==> src/tsme_pkg.sv <==
`timescale 1ns / 1ps
`default_nettype none
package tsme_pkg;
    typedef enum logic [2:0] {
        CMD_CONTAINS = 3'd0,
        CMD_ADD      = 3'd1,
        CMD_REMOVE   = 3'd2,
        CMD_CLEAR    = 3'd3,
        CMD_LIST     = 3'd4,
        CMD_UNION    = 3'd5,
        CMD_INTER    = 3'd6,
        CMD_DIFF     = 3'd7
    } t_cmd;

    typedef struct packed {
        logic [2:0]   cmd;
        logic         set_sel;
        logic [31:0]  value;
    } t_req;

    typedef struct packed {
        logic         ok;
        logic         full_res;
        logic [31:0]  element;
        logic         element_valid;
        logic         last;
        logic [4:0]   set_count;
    } t_res;
endpackage
`default_nettype wire

==> src/tsme_ram.sv <==
`timescale 1ns / 1ps
`default_nettype none
module tsme_ram #(
    parameter int WIDTH = 32,
    parameter int DEPTH = 16
) (
    input  wire logic                     i_clk,
    input  wire logic                     i_we,
    input  wire logic [$clog2(DEPTH)-1:0] i_waddr,
    input  wire logic [WIDTH-1:0]         i_wdata,
    input  wire logic [$clog2(DEPTH)-1:0] i_raddr,
    output logic      [WIDTH-1:0]         o_rdata
);
    logic [WIDTH-1:0] r_mem [DEPTH];

    always_ff @(posedge i_clk) begin
        if (i_we) begin
            r_mem[i_waddr] <= i_wdata;
        end
        o_rdata <= r_mem[i_raddr];
    end
endmodule
`default_nettype wire

==> src/tsme_datapath.sv <==
`timescale 1ns / 1ps
`default_nettype none
// holds both tables, their counts, and the operand registers
module tsme_datapath #(
    parameter int MAX_ENTRIES = 16,
    parameter int AW = $clog2(MAX_ENTRIES),
    parameter int CW = $clog2(MAX_ENTRIES + 1)
) (
    input  wire logic          i_clk,
    input  wire logic          i_rst_n,
    input  wire logic          i_ld_req,
    input  wire tsme_pkg::t_req i_req,
    input  wire logic          i_rd_sel,   // table to read
    input  wire logic [AW-1:0] i_rd_addr,
    input  wire logic          i_wr_en,
    input  wire logic          i_wr_sel,
    input  wire logic [AW-1:0] i_wr_addr,
    input  wire logic          i_wr_from_rd, // write last read word, else request value
    input  wire logic          i_cnt_inc,
    input  wire logic          i_cnt_dec,
    input  wire logic          i_cnt_clr,
    input  wire logic          i_hold_ld,  // capture read word as probe
    output tsme_pkg::t_req     o_req,
    output logic [31:0]        o_rd_data,
    output logic [31:0]        o_hold,
    output logic [CW-1:0]      o_cnt_a,
    output logic [CW-1:0]      o_cnt_b
);
    import tsme_pkg::*;

    t_req          r_req;
    logic [31:0]   r_hold;
    logic [CW-1:0] r_cnt [2];
    logic [31:0]   w_rd [2];
    logic [31:0]   w_wdata;

    assign w_wdata = i_wr_from_rd ? o_rd_data : r_req.value;

    for (genvar g = 0; g < 2; g++) begin : g_tab
        tsme_ram #(.WIDTH(32), .DEPTH(MAX_ENTRIES)) u_ram (
            .i_clk  (i_clk),
            .i_we   (i_wr_en && (i_wr_sel == 1'(g))),
            .i_waddr(i_wr_addr),
            .i_wdata(w_wdata),
            .i_raddr(i_rd_addr),
            .o_rdata(w_rd[g])
        );
    end

    logic r_rd_sel;
    always_ff @(posedge i_clk) begin
        r_rd_sel <= i_rd_sel;
        if (!i_rst_n) begin
            r_req <= '0;
        end else if (i_ld_req) begin
            r_req <= i_req;
        end
        if (i_hold_ld) begin
            r_hold <= o_rd_data;
        end
    end
    assign o_rd_data = w_rd[r_rd_sel];

    always_ff @(posedge i_clk) begin
        if (!i_rst_n) begin
            r_cnt[0] <= '0;
            r_cnt[1] <= '0;
        end else if (i_cnt_clr) begin
            r_cnt[r_req.set_sel] <= '0;
        end else if (i_cnt_inc) begin
            r_cnt[r_req.set_sel] <= r_cnt[r_req.set_sel] + CW'(1);
        end else if (i_cnt_dec) begin
            r_cnt[r_req.set_sel] <= r_cnt[r_req.set_sel] - CW'(1);
        end
    end

    assign o_req   = r_req;
    assign o_hold  = r_hold;
    assign o_cnt_a = r_cnt[r_req.set_sel];
    assign o_cnt_b = r_cnt[!r_req.set_sel];
endmodule
`default_nettype wire

==> src/tsme_ctrl.sv <==
`timescale 1ns / 1ps
`default_nettype none
module tsme_ctrl #(
    parameter int MAX_ENTRIES = 16,
    parameter int AW = $clog2(MAX_ENTRIES),
    parameter int CW = $clog2(MAX_ENTRIES + 1)
) (
    input  wire logic           i_clk,
    input  wire logic           i_rst_n,
    input  wire logic           i_start,
    input  wire tsme_pkg::t_req i_req_q,
    input  wire logic [31:0]    i_rd_data,
    input  wire logic [31:0]    i_hold,
    input  wire logic [CW-1:0]  i_cnt_a,
    input  wire logic [CW-1:0]  i_cnt_b,
    output logic                o_busy,
    output logic                o_ld_req,
    output logic                o_rd_sel,
    output logic [AW-1:0]       o_rd_addr,
    output logic                o_wr_en,
    output logic                o_wr_sel,
    output logic [AW-1:0]       o_wr_addr,
    output logic                o_wr_from_rd,
    output logic                o_cnt_inc,
    output logic                o_cnt_dec,
    output logic                o_cnt_clr,
    output logic                o_hold_ld,
    output logic                o_strobe,
    output tsme_pkg::t_res      o_res
);
    import tsme_pkg::*;

    // scan: i walks table X looking for probe; outer loop j feeds probes for set ops
    typedef enum logic [3:0] {
        S_IDLE, S_DISPATCH, S_SCAN, S_DECIDE, S_SHIFT, S_FETCH, S_FETCH_W,
        S_INNER, S_EMIT, S_DONE
    } t_state;

    t_state        r_state;
    logic [CW-1:0] r_i, r_j;      // inner / outer indices
    logic          r_phase;       // union: 0 = A list, 1 = B against A
    logic          r_found;
    logic [AW-1:0] r_pos;
    logic          r_rvalid;      // read data valid for index r_i-1
    logic          r_any;         // any element emitted
    logic          r_strobe;
    t_res          r_res;

    logic          w_sel;
    logic [CW-1:0] w_inner_cnt;
    logic          w_inner_tab;
    logic [31:0]   w_probe;
    t_cmd          w_cmd;

    assign w_sel = i_req_q.set_sel;
    assign w_cmd = t_cmd'(i_req_q.cmd);
    // the table scanned for the probe
    assign w_inner_tab = (w_cmd == CMD_INTER || w_cmd == CMD_DIFF) ? !w_sel : w_sel;
    assign w_inner_cnt = (w_cmd == CMD_INTER || w_cmd == CMD_DIFF) ? i_cnt_b : i_cnt_a;
    assign w_probe = (w_cmd inside {CMD_CONTAINS, CMD_ADD, CMD_REMOVE}) ? i_req_q.value : i_hold;

    always_comb begin
        o_busy       = (r_state != S_IDLE);
        o_ld_req     = (r_state == S_IDLE) && i_start;
        o_rd_sel     = w_inner_tab;
        o_rd_addr    = r_i[AW-1:0];
        o_wr_en      = 1'b0;
        o_wr_sel     = w_sel;
        o_wr_addr    = r_i[AW-1:0];
        o_wr_from_rd = 1'b0;
        o_cnt_inc    = 1'b0;
        o_cnt_dec    = 1'b0;
        o_cnt_clr    = 1'b0;
        o_hold_ld    = 1'b0;
        case (r_state)
            S_FETCH: begin
                o_rd_sel  = (w_cmd == CMD_UNION && r_phase) ? !w_sel : w_sel;
                o_rd_addr = r_j[AW-1:0];
            end
            S_FETCH_W: o_hold_ld = 1'b1;
            S_SHIFT: begin
                o_rd_sel  = w_sel;
                o_rd_addr = r_i[AW-1:0];
                o_wr_en   = r_rvalid;
                o_wr_from_rd = 1'b1;
                o_wr_addr = AW'(r_i - CW'(2));
                o_cnt_dec = (r_i >= i_cnt_a);
            end
            S_DECIDE: begin
                if (w_cmd == CMD_ADD && !r_found && i_cnt_a < CW'(MAX_ENTRIES)) begin
                    o_wr_en   = 1'b1;
                    o_wr_addr = i_cnt_a[AW-1:0];
                    o_cnt_inc = 1'b1;
                end
                if (w_cmd == CMD_CLEAR) begin
                    o_cnt_clr = 1'b1;
                end
            end
            default: ;
        endcase
    end

    always_ff @(posedge i_clk) begin
        if (!i_rst_n) begin
            r_state  <= S_IDLE;
            r_strobe <= 1'b0;
            r_i      <= '0;
            r_j      <= '0;
            r_phase  <= 1'b0;
            r_found  <= 1'b0;
            r_pos    <= '0;
            r_rvalid <= 1'b0;
            r_any    <= 1'b0;
        end else begin
            r_strobe <= 1'b0;
            case (r_state)
                S_IDLE: begin
                    if (i_start) begin
                        r_state <= S_DISPATCH;
                    end
                end
                S_DISPATCH: begin
                    r_i      <= '0;
                    r_j      <= '0;
                    r_phase  <= 1'b0;
                    r_found  <= 1'b0;
                    r_rvalid <= 1'b0;
                    r_any    <= 1'b0;
                    if (w_cmd inside {CMD_CONTAINS, CMD_ADD, CMD_REMOVE}) begin
                        r_state <= S_SCAN;
                    end else if (w_cmd == CMD_CLEAR) begin
                        r_state <= S_DECIDE;
                    end else begin
                        r_state <= S_FETCH;
                    end
                end
                S_FETCH: begin
                    if (w_cmd == CMD_UNION && r_phase ? (r_j >= i_cnt_b)
                                                      : (r_j >= i_cnt_a)) begin
                        if (w_cmd == CMD_UNION && !r_phase) begin
                            r_phase <= 1'b1;
                            r_j     <= '0;
                        end else begin
                            r_state <= S_DONE;
                        end
                    end else begin
                        r_state <= S_FETCH_W;
                    end
                end
                S_FETCH_W: begin
                    r_i      <= '0;
                    r_found  <= 1'b0;
                    r_rvalid <= 1'b0;
                    // list and the first union phase emit without a scan
                    if (w_cmd == CMD_LIST || (w_cmd == CMD_UNION && !r_phase)) begin
                        r_state <= S_EMIT;
                    end else begin
                        r_state <= S_INNER;
                    end
                end
                S_SCAN, S_INNER: begin
                    // read of entry r_i issued; data for r_i-1 arrives now
                    if (r_rvalid && !r_found && i_rd_data == w_probe) begin
                        r_found <= 1'b1;
                        r_pos   <= AW'(r_i - CW'(1));
                    end
                    if (r_found || (r_rvalid && i_rd_data == w_probe)
                        || r_i >= w_inner_cnt) begin
                        r_state  <= (r_state == S_SCAN) ? S_DECIDE : S_EMIT;
                        r_rvalid <= 1'b0;
                    end else begin
                        r_i      <= r_i + CW'(1);
                        r_rvalid <= 1'b1;
                    end
                end
                S_DECIDE: begin
                    if (w_cmd == CMD_REMOVE && r_found) begin
                        r_i      <= CW'(r_pos) + CW'(1);
                        r_rvalid <= 1'b0;
                        r_state  <= S_SHIFT;
                    end else begin
                        r_state  <= S_IDLE;
                        r_strobe <= 1'b1;
                        r_res.ok <= (w_cmd == CMD_CLEAR) ? 1'b1
                                    : r_found ? 1'b0 + (w_cmd != CMD_ADD)
                                    : (w_cmd == CMD_ADD && i_cnt_a < CW'(MAX_ENTRIES));
                        r_res.full_res <= (w_cmd == CMD_ADD) && !r_found
                                          && (i_cnt_a >= CW'(MAX_ENTRIES));
                        r_res.element  <= '0;
                        r_res.element_valid <= 1'b0;
                        r_res.last     <= 1'b1;
                        r_res.set_count <= (w_cmd == CMD_CLEAR) ? 5'd0
                            : (w_cmd == CMD_ADD && !r_found && i_cnt_a < CW'(MAX_ENTRIES))
                              ? 5'(i_cnt_a + CW'(1)) : 5'(i_cnt_a);
                    end
                end
                S_SHIFT: begin
                    // move entry r_i-1 down to r_i-2 once its read returns
                    if (r_i >= i_cnt_a) begin
                        r_state  <= S_IDLE;
                        r_strobe <= 1'b1;
                        r_res.ok <= 1'b1;
                        r_res.full_res <= 1'b0;
                        r_res.element  <= '0;
                        r_res.element_valid <= 1'b0;
                        r_res.last     <= 1'b1;
                        r_res.set_count <= 5'(i_cnt_a - CW'(1));
                    end else begin
                        r_i      <= r_i + CW'(1);
                        r_rvalid <= 1'b1;
                    end
                end
                S_EMIT: begin
                    r_j <= r_j + CW'(1);
                    r_state <= S_FETCH;
                    if ((w_cmd == CMD_LIST) || (w_cmd == CMD_UNION && !r_phase)
                        || ((w_cmd == CMD_INTER) == r_found)) begin
                        // result goes out when the next element or done replaces it, so last can be known
                        if (r_any) begin
                            r_strobe <= 1'b1;
                        end
                        r_any <= 1'b1;
                        r_res.ok <= 1'b1;
                        r_res.full_res <= 1'b0;
                        r_res.element  <= i_hold;
                        r_res.element_valid <= 1'b1;
                        r_res.last     <= 1'b0;
                        r_res.set_count <= 5'(i_cnt_a);
                    end
                end
                S_DONE: begin
                    r_state  <= S_IDLE;
                    r_strobe <= 1'b1;
                    r_res.ok <= 1'b1;
                    r_res.full_res <= 1'b0;
                    r_res.last <= 1'b1;
                    r_res.set_count <= 5'(i_cnt_a);
                    if (!r_any) begin
                        r_res.element <= '0;
                        r_res.element_valid <= 1'b0;
                    end
                end
                default: r_state <= S_IDLE;
            endcase
        end
    end

    // a held element goes out when the next one replaces it; emit with a held element sets the pending strobe
    logic r_pend_strobe;
    t_res r_out;
    always_ff @(posedge i_clk) begin
        if (!i_rst_n) begin
            r_pend_strobe <= 1'b0;
        end else begin
            r_pend_strobe <= 1'b0;
            if (r_state == S_EMIT && r_any && ((w_cmd == CMD_LIST)
                || (w_cmd == CMD_UNION && !r_phase) || ((w_cmd == CMD_INTER) == r_found))) begin
                r_pend_strobe <= 1'b1;
            end
        end
        if (r_state == S_EMIT) begin
            r_out <= r_res;
        end
    end

    assign o_strobe = r_strobe;
    assign o_res    = (r_pend_strobe) ? r_out : r_res;

    a_one_last: assert property (@(posedge i_clk) disable iff (!i_rst_n)
        (r_strobe && r_res.last) |=> !r_strobe) else $error("strobe after last");
    a_busy_out: assert property (@(posedge i_clk) disable iff (!i_rst_n)
        r_strobe |-> (o_busy || r_res.last)) else $error("result while idle");
    a_cnt_rng: assert property (@(posedge i_clk) disable iff (!i_rst_n)
        (i_cnt_a <= CW'(MAX_ENTRIES))) else $error("count overflow");
endmodule
`default_nettype wire

==> src/two_set_membership_engine_unit.sv <==
`timescale 1ns / 1ps
`default_nettype none
// Two-set membership engine. Pulse start with a request while busy is low;
// results come out one per o_valid pulse and cannot be stalled, the final one
// marked last. Contains, add and remove scan the selected table for the value;
// list, union, intersection and difference fetch the elements of a table one
// by one and, but for list and the first union phase, scan the other table
// for each, since each table has a single read port.
module two_set_membership_engine_unit #(
    parameter int MAX_ENTRIES = 16
) (
    input  wire logic           i_clk,
    input  wire logic           i_rst_n,
    input  wire logic           start,
    input  wire tsme_pkg::t_req i_req,
    output logic                busy,
    output logic                o_valid,
    output tsme_pkg::t_res      o_res
);
    import tsme_pkg::*;
    localparam int AW = $clog2(MAX_ENTRIES);
    localparam int CW = $clog2(MAX_ENTRIES + 1);

    t_req r_q;
    logic [31:0] w_rd, w_hold;
    logic [CW-1:0] w_ca, w_cb;
    logic w_ld, w_rsel, w_we, w_wsel, w_wfr, w_inc, w_dec, w_clr, w_hl;
    logic [AW-1:0] w_ra, w_wa;

    tsme_datapath #(.MAX_ENTRIES(MAX_ENTRIES)) u_dp (
        .i_clk(i_clk), .i_rst_n(i_rst_n), .i_ld_req(w_ld), .i_req(i_req),
        .i_rd_sel(w_rsel), .i_rd_addr(w_ra), .i_wr_en(w_we), .i_wr_sel(w_wsel),
        .i_wr_addr(w_wa), .i_wr_from_rd(w_wfr), .i_cnt_inc(w_inc), .i_cnt_dec(w_dec),
        .i_cnt_clr(w_clr), .i_hold_ld(w_hl), .o_req(r_q), .o_rd_data(w_rd),
        .o_hold(w_hold), .o_cnt_a(w_ca), .o_cnt_b(w_cb)
    );

    tsme_ctrl #(.MAX_ENTRIES(MAX_ENTRIES)) u_ctrl (
        .i_clk(i_clk), .i_rst_n(i_rst_n), .i_start(start), .i_req_q(r_q),
        .i_rd_data(w_rd), .i_hold(w_hold), .i_cnt_a(w_ca), .i_cnt_b(w_cb),
        .o_busy(busy), .o_ld_req(w_ld), .o_rd_sel(w_rsel), .o_rd_addr(w_ra),
        .o_wr_en(w_we), .o_wr_sel(w_wsel), .o_wr_addr(w_wa), .o_wr_from_rd(w_wfr),
        .o_cnt_inc(w_inc), .o_cnt_dec(w_dec), .o_cnt_clr(w_clr), .o_hold_ld(w_hl),
        .o_strobe(o_valid), .o_res(o_res)
    );
endmodule
`default_nettype wire
==> config.mk <==
export PLATFORM = sky130hd
export DESIGN_NAME = two_set_membership_engine_unit
export DESIGN_NICKNAME = d
export VERILOG_FILES = /design/src/tsme_pkg.sv /design/src/tsme_ram.sv /design/src/tsme_datapath.sv /design/src/tsme_ctrl.sv /design/src/two_set_membership_engine_unit.sv
export SDC_FILE = /design/constraint.sdc
export NUM_CORES = 2
export LEC_CHECK = 0
export BUFFER_PORTS_ARGS = -buffer_cell sky130_fd_sc_hd__buf_2
export CAP_MARGIN = 5
export CORE_MARGIN = 2
export CORE_UTILIZATION = 25
export DETAILED_ROUTE_END_ITERATION = 8
export PLACE_DENSITY = 0.5
export SYNTH_ARGS = -nofsm -noshare
export SYNTH_HDL_FRONTEND = slang
export SYNTH_SLANG_ARGS = --single-unit
==> constraint.sdc <==
create_clock -name i_clk -period 7.08 [get_ports i_clk]
set_clock_uncertainty 0.2 [all_clocks]
set_input_delay 0 -clock i_clk [delete_from_list [all_inputs] [get_ports i_clk]]
set_output_delay 0 -clock i_clk [all_outputs]
set_load 0.01 [all_outputs]
==> PnR_summary.wiki <==
{| class="wikitable"
! Metric !! Value
|-
| Post-synth EDFFs || 1148
|-
| Worst hold path class || in -> reg
|-
| Total global routing overflow || 0
|-
| Reg2reg end || u_dp.g_tab[0].u_ram.r_mem[0][19]$_DFFE_PP_
|-
| Maximum vdd drop || 0.2465 mV
|-
| Total number of clock tree sinks || 1274
|-
| IO buf count || 81
|-
| Starting DRC count in detailed routing || 2863
|-
| Detailed-placement wirelength estimate || 85.30 mm
|-
| Worst-skew pair later-pin latency || 0.77 ns
|-
| Share of post-route cells with drive strength above 1 || 0.1170
|-
| Via/cell ratio || 4.741
|-
| Number of pins exceeding their max-slew limit in the final report || 0
|-
| Area occupied by registers || 37000 µm²
|-
| Length in cells of the worst reg-to-reg path || 8
|-
| Clock tree from TritonCTS || built
|-
| Mean cell area of the mapped netlist || 13.44 µm²
|-
| Yosys warnings || 0
|-
| Pin count of the biggest net entering global routing || 180
|-
| Share of async-settable or async-resettable flops after synthesis || 0
|-
| Routability congestion estimate || 0.8322
|-
| Number of design rule violations left after detail routing || 0
|-
| Top post-synthesis cells by count || sky130_fd_sc_hd__edfxtp_1, sky130_fd_sc_hd__nand2_1, sky130_fd_sc_hd__a211oi_1
|-
| Final worst path period share || 0.7703
|-
| Fraction of the yosys area taken by sequential cells || 0.7153
|-
| Net total in the final layout || 4070
|-
| Crit path to || u_dp.g_tab[0].u_ram.r_mem[0][19]$_DFFE_PP_
|-
| I/O pins || 82
|-
| Startpoint type of the worst setup path || flop
|-
| Unique masters post-synth || 63
|-
| Area Growth Syn to Fin || 19.10%
|-
| Slack of the worst reg-to-reg path || 1.63 ns
|-
| Standard-cell row count || 166
|-
| Die boundary width || 458.8 µm
|-
| Cell leakage power || 20.16 nW
|-
| CTS hold repair buffers || 146
|-
| Crit path setup slack, layout || 1.626 ns
|-
| Top-count cell post-synth || sky130_fd_sc_hd__edfxtp_1
|-
| Slew at the pin closest to its max-slew limit || 1.296 ns
|-
| Most frequently used flop master after synthesis || sky130_fd_sc_hd__edfxtp_1
|-
| PwrDens || 311.6 nW/µm²
|-
| Arr. time, crit path || 5.62 ns
|-
| CTS Root Cell || sky130_fd_sc_hd__clkbuf_16
|-
| Run status || complete, no violations
|-
| Fillcell total || 20460
|-
| Via count || 32250
|-
| H-tree depth || 4
|-
| Net Count, Synth || 3913
|-
| Min Clock Period, post-route || 5.454 ns
|-
| Setup violations, final || 0
|-
| Cell types with the largest area share after synthesis || sky130_fd_sc_hd__edfxtp_1, sky130_fd_sc_hd__nand2_1, sky130_fd_sc_hd__dfxtp_1
|-
| Launching element of the worst setup path || u_ctrl.r_state[0]$_SDFFE_PN0P_
|-
| Critical path fanouts, max || 36
|-
| Syn Std Cell Area || 51720 µm²
|-
| Top achievable clock speed || 183.4 MHz
|-
| Clock Tree Buf Depth || 3
|-
| WL per Instance || 21.15 µm
|-
| Global-route total usage across every layer || 0.1337
|-
| Portion of synthesized cell area occupied by the leading cell type || 0.6665
|-
| RSZ-0062 raised after global routing || no
|-
| ANT nets after route || 0
|-
| Post CTS Setup Buffer Count || 0
|-
| Worst endpoint required time || 7.24 ns
|-
| Clock buffer count from CTS || 132
|-
| Reg clk slew, reported paths || 0.06 ns
|-
| Number of antenna violations at the first check in global routing || 7
|-
| Worst Setup Slack post-DPL || 1.797 ns
|-
| Number of standard cells after synthesis || 3847
|-
| Critical R2R Launch || u_ctrl.r_state[0]$_SDFFE_PN0P_
|-
| First-pass GRT wire length || 213.1 mm
|-
| Cell accounting for the most synthesized area || sky130_fd_sc_hd__edfxtp_1
|-
| Flops & latches, synth || 1274
|-
| Final sum of negative setup slack || 0 ns
|-
| Final Routed Wirelength || 143.9 mm
|-
| Core Region || 205200 µm²
|-
| Starting Density || 0.2520
|-
| Number of instances resized during post-cts repair || 0
|-
| First-pass detailed-route iteration total || 5
|-
| Max transition margin || 0.1339
|-
| Die footprint || 210500 µm²
|-
| Worst setup path class || reg -> reg
|-
| Vert. Die Dim || 458.8 µm
|-
| Kind of capture point of the worst setup path || flop
|-
| Max-capacitance violation count || 0
|-
| Multi-input gate area in the final layout || 14120 µm²
|-
| Final Hold Violating Endpoints || 0
|-
| Number of global-route vias before repair || 31090
|}
[cells in the final DEF (no fill, tap or decap), types with 14 or more instances in the layout]
cell type,n
sky130_fd_sc_hd__mux2_2,50
sky130_fd_sc_hd__nor3_1,15
sky130_fd_sc_hd__clkinv_1,15
sky130_fd_sc_hd__o21ai_4,31
sky130_fd_sc_hd__buf_12,14
sky130_fd_sc_hd__a211oi_1,327
sky130_fd_sc_hd__xnor2_1,39
sky130_fd_sc_hd__dlygate4sd3_1,146
sky130_fd_sc_hd__dfxtp_1,124
sky130_fd_sc_hd__mux2i_1,74
sky130_fd_sc_hd__and2_0,16
sky130_fd_sc_hd__nor2_1,56
sky130_fd_sc_hd__inv_1,54
sky130_fd_sc_hd__buf_4,55
sky130_fd_sc_hd__ha_1,27
sky130_fd_sc_hd__a31oi_1,138
sky130_fd_sc_hd__a311oi_1,134
sky130_fd_sc_hd__a21oi_1,190
sky130_fd_sc_hd__clkbuf_1,34
sky130_fd_sc_hd__o21ai_0,27
sky130_fd_sc_hd__edfxtp_1,1148
sky130_fd_sc_hd__clkbuf_16,139
sky130_fd_sc_hd__nor2_4,33
sky130_fd_sc_hd__buf_2,81
sky130_fd_sc_hd__nand3_1,18
sky130_fd_sc_hd__and3_1,35
sky130_fd_sc_hd__nand2_1,675
sky130_fd_sc_hd__and2_1,245
sky130_fd_sc_hd__clkinv_2,24
[critical path: stages, from the launching register on]
cell                       delay (ns)
sky130_fd_sc_hd__dfxtp_1         0.66
sky130_fd_sc_hd__inv_1           0.55
sky130_fd_sc_hd__nor3_1          0.59
sky130_fd_sc_hd__nand2_1         0.33
sky130_fd_sc_hd__nand2_1         0.16
sky130_fd_sc_hd__o21ai_0         0.14
sky130_fd_sc_hd__a221oi_1        0.54
sky130_fd_sc_hd__nand2_1         0.70
sky130_fd_sc_hd__nor2_4          1.12
[power by group]
group          switching (mW)  leakage, nW  internal (mW)  total (mW)
logic                    2.22         6.46          0.881        3.10
registers               0.286         11.6           8.80        9.08
clock network            2.97         2.13           4.04        7.01
[sequential cells by signal (all words and copies together) (netlist names), 4 cells and up, named ones only]
| register | flops |
|---|---|
| u_dp.g_tab.u_ram.r_mem | 1024 |
| u_ctrl.r_i | 5 |
| u_dp.r_cnt | 10 |
| u_dp.o_req | 36 |
| u_dp.o_hold | 32 |
| u_ctrl.r_out | 41 |
| u_dp.g_tab.u_ram.o_rdata | 64 |
| u_ctrl.r_res | 41 |
| u_ctrl.r_pos | 4 |
| u_ctrl.r_j | 5 |
| u_ctrl.r_state | 4 |
[how the worst min path moves through the flow]
stage	start	to	slack, ns	cells past startpoint
after floorplan	i_req[33]	u_dp.o_req[33]$_SDFFE_PN0P_	-0.06	2
after global placement	i_req[3]	u_dp.o_req[3]$_SDFFE_PN0P_	0.06	3
after detailed placement	i_req[5]	u_dp.o_req[5]$_SDFFE_PN0P_	0.06	3
after CTS	i_rst_n	u_ctrl.r_state[3]$_SDFFE_PN0P_	0.02	4
after global routing	i_rst_n	u_ctrl.r_state[3]$_SDFFE_PN0P_	0.05	4
final	i_rst_n	u_ctrl.r_state[3]$_SDFFE_PN0P_	0.06	4
[cell type report]
class,count,area share
sequential,1274,0.6006
multi-input combinational,2243,0.2292
clock buffer,182,0.06055
tap,2688,0.05460
timing repair buffer,296,0.04156
clock inverter,60,0.009852
inverter,57,0.003473
antenna,3,0.0001219
[logic make-up after synthesis]
kind of cell             Yosys count  synth area share
AO/OA/AOI/OAI                    898            0.1190
flip-flops                      1274            0.7153
XOR/XNOR                          41          0.006943
AND/OR/NAND/NOR                 1152            0.1020
adder cells (fa/ha/maj)           27          0.006532
buffers and inverters            330           0.02484
multiplexers                     125           0.02540
[per-layer routing]
metal  up-vias  routed length (µm)  track usage
li1      14870                   -            -
met1     16280               71280       0.2046
met2       932               62100       0.1978
met3       171                7880      0.01812
met4         0                2653      0.03234
met5         -                   0            0
[through the flow]
step                      cell area (µm²)  utilization  hold WS, ns  cells  total power, mW
after detailed placement            55790       0.2719      0.05617   6412            12.17
after floorplan                     51720            -     -0.06403   3847            10.74
final                               61600       0.3002      0.06330   6803            19.19
after global placement              55790       0.2719      0.06019   6412            12.15
after CTS                           61590       0.3001      0.01865   6800            19.33
after global routing                61590       0.3002      0.04662   6801            19.87
No activity file was read; power rests on OpenSTA's default activity.
